`config.mk`:
```
export PLATFORM = sky130hd
export DESIGN_NAME = i2c_eeprom_address_sequencer_unit
export DESIGN_NICKNAME = d
export VERILOG_FILES = /design/src/hw/rtl/i2ceas_pkg.sv /design/src/hw/rtl/i2ceas_fsm.sv /design/src/hw/rtl/i2c_eeprom_address_sequencer_unit.sv
export VERILOG_INCLUDE_DIRS = /design/src /design/src/hw/rtl
export SDC_FILE = /design/constraint.sdc
export NUM_CORES = 1
export LEC_CHECK = 0
export ABC_AREA = 1
export BUFFER_PORTS_ARGS = -buffer_cell sky130_fd_sc_hd__buf_4
export CAP_MARGIN = 10
export CORE_MARGIN = 3
export CORE_UTILIZATION = 61
export DETAILED_ROUTE_END_ITERATION = 7
export GPL_ROUTABILITY_DRIVEN = 1
export PLACE_DENSITY = 0.81
export SKIP_LAST_GASP = 1
export SLEW_MARGIN = 20
export SYNTH_ARGS = -nofsm -noshare
export SYNTH_HDL_FRONTEND = slang
export SYNTH_SLANG_ARGS = --single-unit
```
`constraint.sdc`:
```
create_clock -name clk -period 4.6 [get_ports clk]
set_input_delay 0.69 -clock clk [delete_from_list [all_inputs] [get_ports clk]]
set_output_delay 0.69 -clock clk [all_outputs]
set_load 0.03 [all_outputs]
```
`src/hw/rtl/i2c_eeprom_address_sequencer_unit_assert.svh`:
```
// Assertion macros shared by the address sequencer RTL.
`ifndef I2C_EEPROM_ADDRESS_SEQUENCER_UNIT_ASSERT_SVH
`define I2C_EEPROM_ADDRESS_SEQUENCER_UNIT_ASSERT_SVH

// Same-cycle implication, disabled while reset is asserted.
`define I2CEAS_ASSERT_SAME(label, clk, rst_n, ante, cons, msg) \
	label: assert property (@(posedge clk) disable iff (!rst_n) (ante) |-> (cons)) \
		else $error(msg);

// Next-cycle implication, disabled while reset is asserted.
`define I2CEAS_ASSERT_NEXT(label, clk, rst_n, ante, cons, msg) \
	label: assert property (@(posedge clk) disable iff (!rst_n) (ante) |=> (cons)) \
		else $error(msg);

`endif

```
`src/hw/rtl/i2ceas_pkg.sv`:
```
// Types and constants of the I2C EEPROM address sequencer.
`timescale 1ns / 1ps
`default_nettype none

package i2ceas_pkg;

	// Sequencer phases.
	typedef enum logic [2:0] {
		PH_IDLE  = 3'd0,
		PH_START = 3'd1,
		PH_SLA   = 3'd2,
		PH_HIGH  = 3'd3,
		PH_LOW   = 3'd4
	} phase_t;

	// Requested bus actions.
	typedef enum logic [1:0] {
		ACT_NONE  = 2'd0,
		ACT_START = 2'd1,
		ACT_BYTE  = 2'd2,
		ACT_STOP  = 2'd3
	} bus_action_t;

	// Final outcome of an address phase.
	typedef enum logic [1:0] {
		OUT_OK     = 2'd0,
		OUT_NACKED = 2'd1,
		OUT_FAILED = 2'd2
	} outcome_t;

	// Request types.
	localparam logic REQ_START  = 1'b0;
	localparam logic REQ_STATUS = 1'b1;

	// Bus controller status codes, low three bits cleared.
	localparam logic [7:0] ST_START     = 8'h08;
	localparam logic [7:0] ST_REP_START = 8'h10;
	localparam logic [7:0] ST_SLA_ACK   = 8'h18;
	localparam logic [7:0] ST_SLA_NACK  = 8'h20;
	localparam logic [7:0] ST_DATA_ACK  = 8'h28;
	localparam logic [7:0] ST_DATA_NACK = 8'h30;
	localparam logic [7:0] ST_ARB_LOST  = 8'h38;
	localparam logic [7:0] STATUS_MASK  = 8'hF8;

	localparam logic [7:0] RETRY_LIMIT_RESET = 8'd200;

	// One input transaction.
	typedef struct packed {
		logic        req_type;
		logic [7:0]  dev_address;
		logic [15:0] mem_address;
		logic        wide_address;
		logic [7:0]  bus_status;
	} item_t;

	// One result transaction.
	typedef struct packed {
		bus_action_t bus_action;
		logic [7:0]  tx_byte;
		logic        done_res;
		outcome_t    outcome;
	} result_t;

endpackage

`default_nettype wire

```
`src/hw/rtl/i2ceas_fsm.sv`:
```
// Sequencer state machine: phase, retry budget and saved addressing.
`timescale 1ns / 1ps
`default_nettype none

`include "i2c_eeprom_address_sequencer_unit_assert.svh"

module i2ceas_fsm (
	input  wire logic                clk,
	input  wire logic                arst_n,
	input  wire logic                fire,
	input  wire i2ceas_pkg::item_t   item,
	input  wire logic [7:0]          retry_limit,
	output i2ceas_pkg::result_t      res
);

	i2ceas_pkg::phase_t phase_q, phase_d;
	logic [7:0]  retries_left_q, retries_left_d;
	logic [7:0]  sla_byte_q, sla_byte_d;
	logic [15:0] saved_address_q, saved_address_d;
	logic        saved_wide_q, saved_wide_d;
	logic [7:0]  status;
	logic [7:0]  new_sla;

	assign status  = item.bus_status & i2ceas_pkg::STATUS_MASK;
	assign new_sla = item.wide_address ? item.dev_address
		: (item.dev_address | {4'b0000, item.mem_address[10:8], 1'b0});

	// State registers, advanced once per processed transaction.
	always_ff @(posedge clk or negedge arst_n) begin
		if (!arst_n) begin
			phase_q         <= i2ceas_pkg::PH_IDLE;
			retries_left_q  <= 8'd0;
			sla_byte_q      <= 8'd0;
			saved_address_q <= 16'd0;
			saved_wide_q    <= 1'b0;
		end else if (fire) begin
			phase_q         <= phase_d;
			retries_left_q  <= retries_left_d;
			sla_byte_q      <= sla_byte_d;
			saved_address_q <= saved_address_d;
			saved_wide_q    <= saved_wide_d;
		end
	end

	// Next-state logic.
	always_comb begin
		phase_d         = phase_q;
		retries_left_d  = retries_left_q;
		sla_byte_d      = sla_byte_q;
		saved_address_d = saved_address_q;
		saved_wide_d    = saved_wide_q;
		if (item.req_type == i2ceas_pkg::REQ_START) begin
			saved_address_d = item.mem_address;
			saved_wide_d    = item.wide_address;
			sla_byte_d      = new_sla;
			retries_left_d  = retry_limit;
			phase_d         = i2ceas_pkg::PH_START;
		end else begin
			unique case (phase_q)
				i2ceas_pkg::PH_START: begin
					if (status == i2ceas_pkg::ST_START || status == i2ceas_pkg::ST_REP_START)
						phase_d = i2ceas_pkg::PH_SLA;
					else if (status == i2ceas_pkg::ST_ARB_LOST)
						phase_d = i2ceas_pkg::PH_START;
					else
						phase_d = i2ceas_pkg::PH_IDLE;
				end
				i2ceas_pkg::PH_SLA: begin
					if (status == i2ceas_pkg::ST_SLA_ACK) begin
						phase_d = saved_wide_q ? i2ceas_pkg::PH_HIGH : i2ceas_pkg::PH_LOW;
					end else if (status == i2ceas_pkg::ST_SLA_NACK) begin
						if (retries_left_q <= 8'd1) begin
							retries_left_d = 8'd0;
							phase_d        = i2ceas_pkg::PH_IDLE;
						end else begin
							retries_left_d = retries_left_q - 8'd1;
							phase_d        = i2ceas_pkg::PH_START;
						end
					end else if (status == i2ceas_pkg::ST_ARB_LOST) begin
						phase_d = i2ceas_pkg::PH_START;
					end else begin
						phase_d = i2ceas_pkg::PH_IDLE;
					end
				end
				i2ceas_pkg::PH_HIGH: begin
					if (status == i2ceas_pkg::ST_DATA_ACK)
						phase_d = i2ceas_pkg::PH_LOW;
					else if (status == i2ceas_pkg::ST_ARB_LOST)
						phase_d = i2ceas_pkg::PH_START;
					else
						phase_d = i2ceas_pkg::PH_IDLE;
				end
				i2ceas_pkg::PH_LOW: begin
					if (status == i2ceas_pkg::ST_ARB_LOST)
						phase_d = i2ceas_pkg::PH_START;
					else
						phase_d = i2ceas_pkg::PH_IDLE;
				end
				default: begin
					phase_d = i2ceas_pkg::PH_IDLE;
				end
			endcase
		end
	end

	// Output logic: the bus action and completion report for this transaction.
	always_comb begin
		res.bus_action = i2ceas_pkg::ACT_NONE;
		res.tx_byte    = 8'd0;
		res.done_res   = 1'b0;
		res.outcome    = i2ceas_pkg::OUT_OK;
		if (item.req_type == i2ceas_pkg::REQ_START) begin
			res.bus_action = i2ceas_pkg::ACT_START;
		end else begin
			unique case (phase_q)
				i2ceas_pkg::PH_START: begin
					if (status == i2ceas_pkg::ST_START || status == i2ceas_pkg::ST_REP_START) begin
						res.bus_action = i2ceas_pkg::ACT_BYTE;
						res.tx_byte    = sla_byte_q;
					end else if (status == i2ceas_pkg::ST_ARB_LOST) begin
						res.bus_action = i2ceas_pkg::ACT_START;
					end else begin
						res.done_res = 1'b1;
						res.outcome  = i2ceas_pkg::OUT_FAILED;
					end
				end
				i2ceas_pkg::PH_SLA: begin
					if (status == i2ceas_pkg::ST_SLA_ACK) begin
						res.bus_action = i2ceas_pkg::ACT_BYTE;
						res.tx_byte    = saved_wide_q ? saved_address_q[15:8]
							: saved_address_q[7:0];
					end else if (status == i2ceas_pkg::ST_SLA_NACK) begin
						if (retries_left_q <= 8'd1) begin
							res.done_res = 1'b1;
							res.outcome  = i2ceas_pkg::OUT_FAILED;
						end else begin
							res.bus_action = i2ceas_pkg::ACT_START;
						end
					end else if (status == i2ceas_pkg::ST_ARB_LOST) begin
						res.bus_action = i2ceas_pkg::ACT_START;
					end else begin
						res.bus_action = i2ceas_pkg::ACT_STOP;
						res.done_res   = 1'b1;
						res.outcome    = i2ceas_pkg::OUT_FAILED;
					end
				end
				i2ceas_pkg::PH_HIGH, i2ceas_pkg::PH_LOW: begin
					if (status == i2ceas_pkg::ST_DATA_ACK) begin
						if (phase_q == i2ceas_pkg::PH_LOW) begin
							res.done_res = 1'b1;
						end else begin
							res.bus_action = i2ceas_pkg::ACT_BYTE;
							res.tx_byte    = saved_address_q[7:0];
						end
					end else if (status == i2ceas_pkg::ST_DATA_NACK) begin
						res.bus_action = i2ceas_pkg::ACT_STOP;
						res.done_res   = 1'b1;
						res.outcome    = i2ceas_pkg::OUT_NACKED;
					end else if (status == i2ceas_pkg::ST_ARB_LOST) begin
						res.bus_action = i2ceas_pkg::ACT_START;
					end else begin
						res.bus_action = i2ceas_pkg::ACT_STOP;
						res.done_res   = 1'b1;
						res.outcome    = i2ceas_pkg::OUT_FAILED;
					end
				end
				default: begin
					res.bus_action = i2ceas_pkg::ACT_NONE;
				end
			endcase
		end
	end

	// A finished address phase always leaves the sequencer idle.
	`I2CEAS_ASSERT_NEXT(a_done_goes_idle, clk, arst_n, fire && res.done_res,
		phase_q == i2ceas_pkg::PH_IDLE, "finished phase did not return to idle")

	// The retry budget only grows when a new start request reloads it.
	`I2CEAS_ASSERT_NEXT(a_budget_no_growth, clk, arst_n,
		fire && item.req_type == i2ceas_pkg::REQ_STATUS,
		retries_left_q <= $past(retries_left_q), "retry budget grew on a status report")

	// A start request always begins a new phase at the start condition.
	`I2CEAS_ASSERT_NEXT(a_start_restarts, clk, arst_n,
		fire && item.req_type == i2ceas_pkg::REQ_START,
		phase_q == i2ceas_pkg::PH_START, "start request did not restart the phase")

endmodule

`default_nettype wire

```
`src/hw/rtl/i2c_eeprom_address_sequencer_unit.sv`:
```
// Top level of the I2C EEPROM address sequencer: register stages and configuration.
`timescale 1ns / 1ps
`default_nettype none

`include "i2c_eeprom_address_sequencer_unit_assert.svh"

// The sequencer takes one transaction per clock cycle in steady state and
// returns exactly one result for each, in order. A transaction is held in an
// input register until its result can move on; the state machine then decides
// the next bus action in a single pass and updates its state as the result is
// written into an output register, where it is offered until it is taken.
// Both register stages advance whenever the output register is empty or being
// taken, so the rate is limited only by the consumer. The retry limit is
// written through its own channel, which is always ready, and takes effect
// at the next start request.
module i2c_eeprom_address_sequencer_unit (
	input  wire logic        clk,
	input  wire logic        arst_n,
	// Input transactions
	input  wire logic        in_valid,
	output logic             in_ready,
	input  wire logic        req_type,
	input  wire logic [7:0]  dev_address,
	input  wire logic [15:0] mem_address,
	input  wire logic        wide_address,
	input  wire logic [7:0]  bus_status,
	// Result transactions
	output logic             out_valid,
	input  wire logic        out_ready,
	output logic [1:0]       bus_action,
	output logic [7:0]       tx_byte,
	output logic             done_res,
	output logic [1:0]       outcome,
	// Configuration
	input  wire logic        cfg_valid,
	output logic             cfg_ready,
	input  wire logic [7:0]  retry_limit
);

	logic                valid_s1;
	i2ceas_pkg::item_t   item_s1;
	logic                advance;
	i2ceas_pkg::result_t res;
	i2ceas_pkg::result_t res_s2;
	logic [7:0]          retry_limit_q;

	assign advance   = valid_s1 && (!out_valid || out_ready);
	assign in_ready  = !valid_s1 || advance;
	assign cfg_ready = 1'b1;

	// Configuration register.
	always_ff @(posedge clk or negedge arst_n) begin
		if (!arst_n) begin
			retry_limit_q <= i2ceas_pkg::RETRY_LIMIT_RESET;
		end else if (cfg_valid) begin
			retry_limit_q <= retry_limit;
		end
	end

	// Valid flags of both register stages.
	always_ff @(posedge clk or negedge arst_n) begin
		if (!arst_n) begin
			valid_s1  <= 1'b0;
			out_valid <= 1'b0;
		end else begin
			if (in_ready)
				valid_s1 <= in_valid;
			if (!out_valid || out_ready)
				out_valid <= valid_s1;
		end
	end

	// Payload of both register stages.
	always_ff @(posedge clk) begin
		if (in_valid && in_ready) begin
			item_s1.req_type     <= req_type;
			item_s1.dev_address  <= dev_address;
			item_s1.mem_address  <= mem_address;
			item_s1.wide_address <= wide_address;
			item_s1.bus_status   <= bus_status;
		end
		if (advance)
			res_s2 <= res;
	end

	i2ceas_fsm u_fsm (
		.clk         (clk),
		.arst_n      (arst_n),
		.fire        (advance),
		.item        (item_s1),
		.retry_limit (retry_limit_q),
		.res         (res)
	);

	assign bus_action = res_s2.bus_action;
	assign tx_byte    = res_s2.tx_byte;
	assign done_res   = res_s2.done_res;
	assign outcome    = res_s2.outcome;

	// A held input transaction is never dropped while the result stage is blocked.
	`I2CEAS_ASSERT_NEXT(a_s1_holds, clk, arst_n, valid_s1 && !advance, valid_s1,
		"input stage lost a transaction")

	// A byte is only sent while the address phase is still running.
	`I2CEAS_ASSERT_SAME(a_done_no_byte, clk, arst_n, out_valid && done_res,
		bus_action != i2ceas_pkg::ACT_BYTE, "byte requested on a finished phase")

	// A non-success outcome is reported only on completion.
	`I2CEAS_ASSERT_SAME(a_outcome_when_done, clk, arst_n,
		out_valid && outcome != i2ceas_pkg::OUT_OK, done_res,
		"outcome reported before completion")

endmodule

`default_nettype wire
```
==> results of run 1 <==
flip-flops by register name, summed over array words and instances, names as in the netlist, 2 cells and up:
register	count
u_fsm.phase_q	3
item_s1	31
tx_byte	8
u_fsm.sla_byte_q	8
outcome	2
u_fsm.saved_address_q	16
u_fsm.retries_left_q	8
bus_action	2
retry_limit_q	8
cells in the mapped netlist:
cell type,number
clkbuf_1,1
edfxtp_1,44
inv_1,44
o21ai_0,20
xor2_1,1
buf_2,4
buf_4,3
o2111ai_1,1
mux2_4,15
o211ai_1,1
buf_1,1
nor3_4,1
dfrtp_1,43
nor2_2,1
inv_2,7
nand3_1,34
nand2_1,99
a21oi_2,1
nand3_2,2
nand2_2,3
ha_1,2
dfstp_2,3
nor2_1,21
nand4_1,10
o22ai_1,2
a31oi_1,1
o21ai_1,3
conb_1,1
nor3_1,2
mux2_2,6
o21ai_2,5
nand2_4,1
a21oi_1,11
buf_6,3
worst min path at each step:
stage / end / cells after the start / from
6_report: out_valid / 1 / arst_n
5_1_grt: out_valid / 1 / arst_n
4_1_cts: out_valid / 1 / arst_n
3_5_place_dp: u_fsm.saved_address_q[0] / 1 / item_s1[9]
3_3_place_gp: u_fsm.saved_address_q[2] / 1 / item_s1[11]
2_1_floorplan: out_valid / 0 / arst_n
layout make-up:
| type | instances | share of cell area [%] |
|---|---|---|
| clock buffer | 12 | 3.06 |
| clock inverter | 4 | 1.08 |
| inverter | 51 | 4.03 |
| multi-input combinational | 244 | 28.5 |
| sequential | 90 | 52.1 |
| tap | 77 | 2.03 |
| timing repair buffer | 58 | 9.17 |
placed cells by master (no fill, tap or decap), drive strengths merged, types with 2 or more instances in the layout:
cell    Yosys  layout
inv        51      52
nor2       22      22
edfxtp     44      44
o21ai      28      28
mux2       21      21
ha          2       2
nand4      10      10
nor3        3       3
clkinv      0       2
buf        11      58
nand2     103     103
clkbuf      1      12
a21oi      12      12
nand3      36      36
dfrtp      43      43
dfstp       3       3
o22ai       2       2
per-layer routing:
metal | track usage, % | part of all wire (%)
met4 | 8.38 | 1.7
met5 | 0 | 0
met2 | 35.3 | 50
met3 | 4.70 | 5.7
met1 | 28.4 | 43
worst max-delay path, cell delays in order (launching register included):
cell and delay, ns:
edfxtp_1 0.37, inv_1 0.14, nand3_1 0.15, nor2_1 0.64, nand2_1 0.21, nand3_1 0.12
o211ai_1 0.09, nand2_1 0.08, inv_1 0.05
power breakdown:
| part | total (mW) | internal [mW] | switching, mW |
|---|---|---|---|
| registers | 1.12 | 1.01 | 0.111 |
| clock network | 0.534 | 0.268 | 0.266 |
| logic | 0.523 | 0.229 | 0.295 |
| total | 2.18 | 1.51 | 0.671 |
stage by stage:
step                util [%]  instances  power (mW)
floorplan                  -        397        1.51
global placement        70.9        520        1.63
detailed placement      70.9        520        1.66
CTS                     74.0        536        2.19
global route            74.0        536        2.31
finish                  74.0        536        2.18
logic make-up after synthesis:
family	count (synthesis)
AOI/OAI and AO/OA	45
xor gates and xnor gates	1
adders and majority gates	2
buffers and inverters	63
DFF	90
muxes	21
other	1
and+or+nand+nor	174
==> flow_summary.json, run 1 <==
{
  "nets": 503,
  "core_mm2": 0.00642,
  "hold_viol": 0,
  "critPathArrivalTime_ns": 2.20,
  "synth_area_leaders": "edfxtp_1 (32%), dfrtp_1 (26%), nand2_1 (9.1%)",
  "setup-tns-final_ns": 0,
  "cts_hold_buf": 0,
  "postSynthCellCount": 397,
  "yosys.area.top_type_share_pct": 32.2,
  "fin_skew_ns": 0.00809,
  "avgSynthCellArea_um2": 10.3,
  "drive_above_1_share_pct": 25.5,
  "n_fill_cell": 460,
  "grt_max_degree": 47,
  "synth_top_family_by_area": "simple AND/OR/NAND/NOR gates",
  "grt_pass1_vias": 2875,
  "leakage_nw": 2.27,
  "cts_max_level": 3,
  "muxShareOfSynthArea_pct": 7.13,
  "synth_xor_area_share_pct": 0.213,
  "cts_tree": "built",
  "drtPass1Iterations": 5,
  "seq_area_mm2": 0.00248,
  "start_kind": "flip-flop",
  "ys_seq_area_share_pct": 60.3,
  "syn-cell-area_mm2": 0.00411,
  "ys.warnings.count": 0,
  "n_antenna_cell": 0,
  "dp_slack_ns": 2.30,
  "clkLatencyLatePin_ns": 0.35,
  "antenna_found_initial": 0,
  "drt-total-wl_um": 7630,
  "drv_slew": 0,
  "synthAdderAreaFrac_pct": 0.610,
  "cts_buffers": 9,
  "maxCapViolCount": 0,
  "end_kind": "flip-flop",
  "status": "completed",
  "post_cts_buffers": 0,
  "critPathCapture": "bus_action[1]",
  "fmax_mhz": 480,
  "die_w_um": 88.0,
  "r2r_cells": 8,
  "rsz0062_at_grt": "no",
  "fin_area_mm2": 0.00475,
  "initial_core_util_pct": 63.9,
  "area_growth_pct": 15.7,
  "grt_util_all_layers_pct": 21.6,
  "overflow": 0,
  "via_per_inst": 5.49,
  "irDropWorstVdd_mv": 0.286,
  "synth-simple-area-share_pct": 18.7,
  "synth_seq_cells": 90,
  "fin_crit_sh_pct": 45.3,
  "rows": 29,
  "p_per_area_mw_per_mm2": 459,
  "drt_iter0_markers": 170,
  "hold_class": "input port to async pin",
  "worst_slack_ns": 2.52,
  "yosysTopAreaCell": "edfxtp_1",
  "timing.rr.end": "bus_action[1]",
  "synth.distinct_cells": 34,
  "critPathRequiredTime_ns": 4.72,
  "setup_viol": 0,
  "r2r-start": "item_s1[7]",
  "dr_total_vias": 2942,
  "dpl.hpwl_um": 5410,
  "cp_max_fo": 11,
  "ioPinCount": 63,
  "grt_pass1_wl_um": 12900,
  "multiInputGateArea_mm2": 0.00135,
  "synth_compound_area_share_pct": 6.28,
  "drc_errors": 0,
  "die_y_um": 88.0,
  "ant_nets": 0,
  "clkTransAtPathRegs_ns": 0.09,
  "routabilityCongestion": 0.864,
  "die-area_mm2": 0.00775,
  "slew_headroom_pct": 46.9,
  "cts_resized": 0,
  "clockBufferDepth": 2,
  "cts.sinks": 90,
  "wl_per_cell_um": 14.2,
  "postPlaceCellArea_mm2": 0.00455,
  "io_buffers": 58,
  "finalCriticalPeriod_ns": 2.08,
  "clockRootBuffer": "clkbuf_8",
  "crit_start": "item_s1[7]",
  "tightest_slew_ns": 0.793,
  "synth_nets": 446,
  "r2r_slack_ns": 2.52,
  "holdWs_ns": 0.318,
  "worstSetupPathType": "flip-flop to flip-flop"
}
Note: power is estimated with default switching activity, not from simulation.
==> inputs of run 2 (changes only) <==
--- a/config.mk
+++ b/config.mk
@@ -10,10 +10,10 @@
 export BUFFER_PORTS_ARGS = -buffer_cell sky130_fd_sc_hd__buf_4
 export CAP_MARGIN = 10
 export CORE_MARGIN = 3
-export CORE_UTILIZATION = 61
+export CORE_UTILIZATION = 51
 export DETAILED_ROUTE_END_ITERATION = 7
 export GPL_ROUTABILITY_DRIVEN = 1
-export PLACE_DENSITY = 0.81
+export PLACE_DENSITY = 0.72
 export SKIP_LAST_GASP = 1
 export SLEW_MARGIN = 20
 export SYNTH_ARGS = -nofsm -noshare
==> constraint.sdc (replaced) <==
create_clock -name clk -period 1.7 [get_ports clk]
set_input_delay 0.255 -clock clk [delete_from_list [all_inputs] [get_ports clk]]
set_output_delay 0.255 -clock clk [all_outputs]
set_load 0.03 [all_outputs]
==> run 2 against run 1 <==
Worst hold slack worse by 0.25 ns. Wire length fell by 0.59%. Largest cell class unchanged. Final area grew 3.5%. Maximum frequency is 32% higher. Largest power group unchanged. Highest routed layer unchanged. Global-route usage down 3.4 points. Via count fell by 2.5%.
==> flow_summary.json, run 2 (same netlist as run 1, synthesis figures left out) <==
{
  "cts_max_level": 3,
  "fin_skew_ns": 0.00980,
  "dr_total_vias": 2869,
  "fin_cells": 570,
  "setup_viol": 0,
  "crit_buf_inv": 2,
  "drt_iter0_markers": 139,
  "slew_headroom_pct": 60.5,
  "n_antenna_cell": 0,
  "layout_common_cells": "nand2_1 (98), buf_4 (66), edfxtp_1 (44)",
  "clkTransAtPathRegs_ns": 0.09,
  "clockBufferDepth": 2,
  "critPathArrivalTime_ns": 1.82,
  "irDropWorstVdd_mv": 0.595,
  "fin_crit_sh_pct": 92.5,
  "clockRootBuffer": "clkbuf_8",
  "hold_class": "input port to flip-flop",
  "grt_max_degree": 47,
  "mostFrequentLayoutCell": "nand2_1",
  "core_mm2": 0.00777,
  "worstSetupPathType": "flip-flop to flip-flop",
  "tightest_slew_ns": 0.592,
  "ioPinCount": 63,
  "n_fill_cell": 627,
  "area_growth_pct": 19.7,
  "hold_viol": 0,
  "leakage_nw": 2.32,
  "grt_pass1_wl_um": 12700,
  "drt-total-wl_um": 7590,
  "io_buffers": 58,
  "grt_util_all_layers_pct": 18.1,
  "nets": 512,
  "largest_register_ffs": 31,
  "initial_core_util_pct": 52.9,
  "dp.cells": 552,
  "overflow": 0,
  "crit_family": "simple AND/OR/NAND/NOR gates",
  "drtPass1Iterations": 4,
  "crit_chain": "inv_2 -> ha_4 -> inv_1 -> nand2_1 -> nand2_1 -> nor2_4 -> nand2_1 -> nand2_2 -> nand2_1 -> nand2_1 -> nand2_1 -> nand2_1 -> nand2_1",
  "postPlaceCellArea_mm2": 0.00465,
  "holdWs_ns": 0.0701,
  "die_y_um": 95.7,
  "fin_area_mm2": 0.00491,
  "grt_pass1_vias": 2811,
  "reg_top3": "item_s1 (31), u_fsm.saved_address_q (16)",
  "maxCapViolCount": 0,
  "largest_register": "item_s1",
  "start_kind": "flip-flop",
  "ant_nets": 0,
  "via_per_inst": 5.03,
  "finalCriticalPeriod_ns": 1.57,
  "status": "completed",
  "cts.sinks": 90,
  "final_core_utilization_pct": 63.3,
  "dpl.hpwl_um": 5300,
  "worst_path_most_repeated_cell": "nand2_1",
  "cp_max_fo": 3,
  "p_total_mw": 6.14,
  "cts_buffers": 9,
  "drive_above_1_share_pct": 28.6,
  "p_per_area_mw_per_mm2": 1250,
  "routabilityCongestion": 0.866,
  "slowest_stage": "dfrtp_1",
  "drv_slew": 0,
  "critPathRequiredTime_ns": 1.94,
  "clkLatencyLatePin_ns": 0.35,
  "rows": 32,
  "die-area_mm2": 0.00916,
  "die_w_um": 95.7,
  "fmax_mhz": 636,
  "cts_tree": "built",
  "drc_errors": 0,
  "end_kind": "flip-flop",
  "slowest_delay_ns": 0.42,
  "antenna_found_initial": 0,
  "wl_per_cell_um": 13.3
}
==> run 2: cell types whose count changed in the layout (fill, tap and decap cells not counted), moves of 2 or more <==
cell	previous run	this run
buf_4	58	66
clkinv_4	1	3
inv_1	43	41
nor2_4	0	2
==> run 2: per-layer routing <==
metal | up-vias | GRT usage [%] | part of all wire, %
li1 | 1451 | - | -
met1 | 1330 | 23.3 | 43
met2 | 73 | 30.2 | 50
met3 | 15 | 3.67 | 4.8
met4 | 0 | 7.11 | 1.7
met5 | - | 0 | 0
==> run 2: worst paths after layout <==
check / end / slack, ns / cells after the start / startpoint
min in group asynchronous: out_valid / 0.43 / 2 / arst_n
setup reg to reg: u_fsm.phase_q[0] / 0.13 / 13 / u_fsm.retries_left_q[0]
hold reg to reg: u_fsm.sla_byte_q[6] / 0.48 / 1 / item_s1[31]
hold / removal: item_s1[11] / 0.07 / 1 / mem_address[2]
max in group asynchronous: u_fsm.phase_q[0] / 0.84 / 2 / arst_n
setup / recovery: u_fsm.phase_q[0] / 0.13 / 13 / u_fsm.retries_left_q[0]
==> run 2: per-stage QoR <==
step / setup WS (ns) / TNS, ns
6_report: 0.127 / 0
5_1_grt: -0.0149 / -0.0149
4_1_cts: 0.0536 / 0
3_5_place_dp: 0.0722 / 0
3_3_place_gp: 0.108 / 0
2_1_floorplan: 0.00870 / 0
==> run 2: final cells by class <==
cell class / count / area [um2] / area share [%]
clock inverters: 6 / 91.3 / 1.86
flip-flops and latches: 90 / 2480 / 50.4
inverters: 51 / 198 / 4.02
clock buffers: 10 / 128 / 2.60
multi-input cells: 244 / 1390 / 28.2
well taps: 102 / 128 / 2.60
repair buffers: 67 / 505 / 10.3
==> run 2: repair_timing <==
item	4_1_cts	5_1_grt
buffers inserted	0	1
gates resized for setup	1	8
endpoints found under the setup margin	1	10
endpoints found under the hold margin	43	0
hold buffers	1	0
pin swaps	0	1
==> run 2: power breakdown <==
group | internal (mW) | switching, mW
logic | 0.694 | 0.872
clock network | 0.833 | 0.729
registers | 2.73 | 0.276
total | 4.26 | 1.88
==> inputs of run 3 (changes only) <==
--- a/config.mk
+++ b/config.mk
@@ -10,10 +10,10 @@
 export BUFFER_PORTS_ARGS = -buffer_cell sky130_fd_sc_hd__buf_4
 export CAP_MARGIN = 10
 export CORE_MARGIN = 3
-export CORE_UTILIZATION = 51
+export CORE_UTILIZATION = 56
 export DETAILED_ROUTE_END_ITERATION = 7
 export GPL_ROUTABILITY_DRIVEN = 1
-export PLACE_DENSITY = 0.72
+export PLACE_DENSITY = 0.75
 export SKIP_LAST_GASP = 1
 export SLEW_MARGIN = 20
 export SYNTH_ARGS = -nofsm -noshare
==> constraint.sdc (replaced) <==
create_clock -name clk -period 1.6 [get_ports clk]
set_input_delay 0.24 -clock clk [delete_from_list [all_inputs] [get_ports clk]]
set_output_delay 0.24 -clock clk [all_outputs]
set_load 0.03 [all_outputs]
==> run 3 against run 2 <==
Final area increased by 3.7%. Worst hold slack worse by 0.0096 ns. Sequential share of layout area decreased by 1.8 points. Total power grew 11%. Die area decreased by 8.4%. Core utilization up 10 points. Global-route usage up 2.3 points. Maximum frequency is 0.96% higher. Setup slack got worse by 0.085 ns.
==> flow_summary.json, run 3 (same netlist as run 1, synthesis figures left out) <==
{
  "status": "completed",
  "drt_iter0_markers": 190,
  "end_kind": "flip-flop",
  "drt-total-wl_um": 8130,
  "crit_family": "simple AND/OR/NAND/NOR gates",
  "setup-tns-final_ns": 0,
  "cts_max_level": 3,
  "cts.sinks": 90,
  "switching_share_pct": 30.5,
  "fin_area_mm2": 0.00510,
  "mostFrequentLayoutCell": "nand2_1",
  "cts_buffers": 9,
  "rows": 30,
  "fin_crit_sh_pct": 97.4,
  "antenna_found_initial": 0,
  "initial_core_util_pct": 59.1,
  "setup_viol": 0,
  "dp_slack_ns": 0.0134,
  "hold_class": "input port to flip-flop",
  "fmax_mhz": 642,
  "comb_power_share_pct": 26.4,
  "slowest_delay_ns": 0.39,
  "crit_chain": "inv_2 -> ha_4 -> inv_1 -> nand2_2 -> nand2_2 -> nor2_4 -> nand2_2 -> nand2_2 -> nand2_1 -> nand2_1 -> nand2_1 -> nand2_1 -> nand2_1",
  "reg_top3": "item_s1 (31), u_fsm.saved_address_q (16)",
  "io_buffers": 58,
  "core_mm2": 0.00694,
  "clockRootBuffer": "clkbuf_8",
  "seq_area_mm2": 0.00248,
  "overflow": 0,
  "worstSetupPathType": "flip-flop to flip-flop",
  "drv_slew": 0,
  "maxCapViolCount": 0,
  "p_per_area_mw_per_mm2": 1340,
  "grt_pass1_wl_um": 13500,
  "clkTransAtPathRegs_ns": 0.09,
  "fin_skew_ns": 0.00880,
  "grt_util_all_layers_pct": 20.4,
  "largest_register_ffs": 31,
  "clockBufferDepth": 2,
  "crit_buf_inv": 2,
  "routabilityCongestion": 0.904,
  "die_y_um": 91.6,
  "ioPinCount": 63,
  "wl_per_cell_um": 14.2,
  "dr_total_vias": 3013,
  "cts_tree": "built",
  "clkLatencyLatePin_ns": 0.35,
  "switchingPower_mw": 2.08,
  "drc_errors": 0,
  "hold_viol": 0,
  "layout_common_cells": "nand2_1 (93), buf_4 (72), edfxtp_1 (44)",
  "internal_power_mw": 4.74,
  "largest_register": "item_s1",
  "drive_above_1_share_pct": 33.3,
  "tightest_slew_ns": 0.576,
  "n_fill_cell": 481,
  "die_w_um": 91.6,
  "via_per_inst": 5.26,
  "grt_max_degree": 47,
  "grt_pass1_vias": 2955,
  "drtPass1Iterations": 5,
  "p_total_mw": 6.83,
  "leakage_nw": 2.36,
  "slew_headroom_pct": 61.6,
  "nets": 521,
  "worst_path_most_repeated_cell": "nand2_1",
  "rsz0062_at_grt": "yes",
  "finalCriticalPeriod_ns": 1.56,
  "n_antenna_cell": 0,
  "cp_max_fo": 4,
  "worst_slack_ns": 0.0419,
  "area_growth_pct": 24.2,
  "critPathArrivalTime_ns": 1.80,
  "start_kind": "flip-flop",
  "die-area_mm2": 0.00839,
  "p_clk_share_pct": 26.5,
  "irDropWorstVdd_mv": 0.853,
  "critPathRequiredTime_ns": 1.84,
  "p_seq_share_pct": 47.1,
  "postPlaceCellArea_mm2": 0.00471,
  "holdWs_ns": 0.0605,
  "dpl.hpwl_um": 5480,
  "slowest_stage": "dfrtp_1",
  "multiInputGateArea_mm2": 0.00145,
  "ant_nets": 0
}
## run 3: final cells by class
| cell class | count | area share, % |
|---|---|---|
| clock buffer | 9 | 2.43 |
| clock inverter | 7 | 2.28 |
| inverter | 51 | 3.95 |
| multi-input combinational | 244 | 28.4 |
| sequential | 90 | 48.6 |
| tap | 96 | 2.36 |
| timing repair buffer | 76 | 12.0 |
## run 3: repair_timing
action                     CTS  global route
hold buffers                 1             0
buffers inserted             0             5
pin swaps                    0             8
setup endpoints to repair    4            23
hold endpoints to repair    43             0
gates resized for setup      2            24
## run 3: layer usage
metal	up-vias	GRT usage (%)	share of wire (%)
li1	1467	-	-
met4	0	10.2	3.1
met3	24	4.10	4.8
met1	1412	24.9	41
met5	-	0	0
met2	110	34.5	51
## run 3: path summary, 6_finish.rpt
kind	start	to	slack (ns)	depth (start not counted)
max	u_fsm.retries_left_q[1]	u_fsm.phase_q[0]	0.04	13
min	mem_address[9]	item_s1[18]	0.06	1
max reg2reg	u_fsm.retries_left_q[1]	u_fsm.phase_q[0]	0.04	13
min reg2reg	item_s1[13]	u_fsm.saved_address_q[4]	0.48	1
max in group asynchronous	arst_n	u_fsm.phase_q[2]	0.75	2
min in group asynchronous	arst_n	out_valid	0.41	2
## run 3: stage by stage
stage | utilization (%) | instances
after floorplan | - | 397
after global placement | 67.9 | 551
after detailed placement | 67.9 | 551
after CTS | 71.5 | 568
after global routing | 73.4 | 573
final | 73.4 | 573
## run 3: worst register-to-register path: stages (launching register included)
cell	delay (ns)
dfrtp_1	0.39
inv_2	0.12
ha_4	0.14
inv_1	0.04
nand2_2	0.06
nand2_2	0.06
nor2_4	0.17
nand2_2	0.08
nand2_2	0.09
nand2_1	0.06
nand2_1	0.06
nand2_1	0.07
nand2_1	0.06
nand2_1	0.05
## run 3: power by group through the flow
stage               combinational (mW)  clock [mW]  sequential, mW
finish                            1.80        1.81            3.21
global route                      2.02        1.94            3.27
CTS                               1.65        1.83            3.19
detailed placement                1.62           0            3.23
global placement                  1.56           0            3.21
floorplan                         1.10           0            3.24
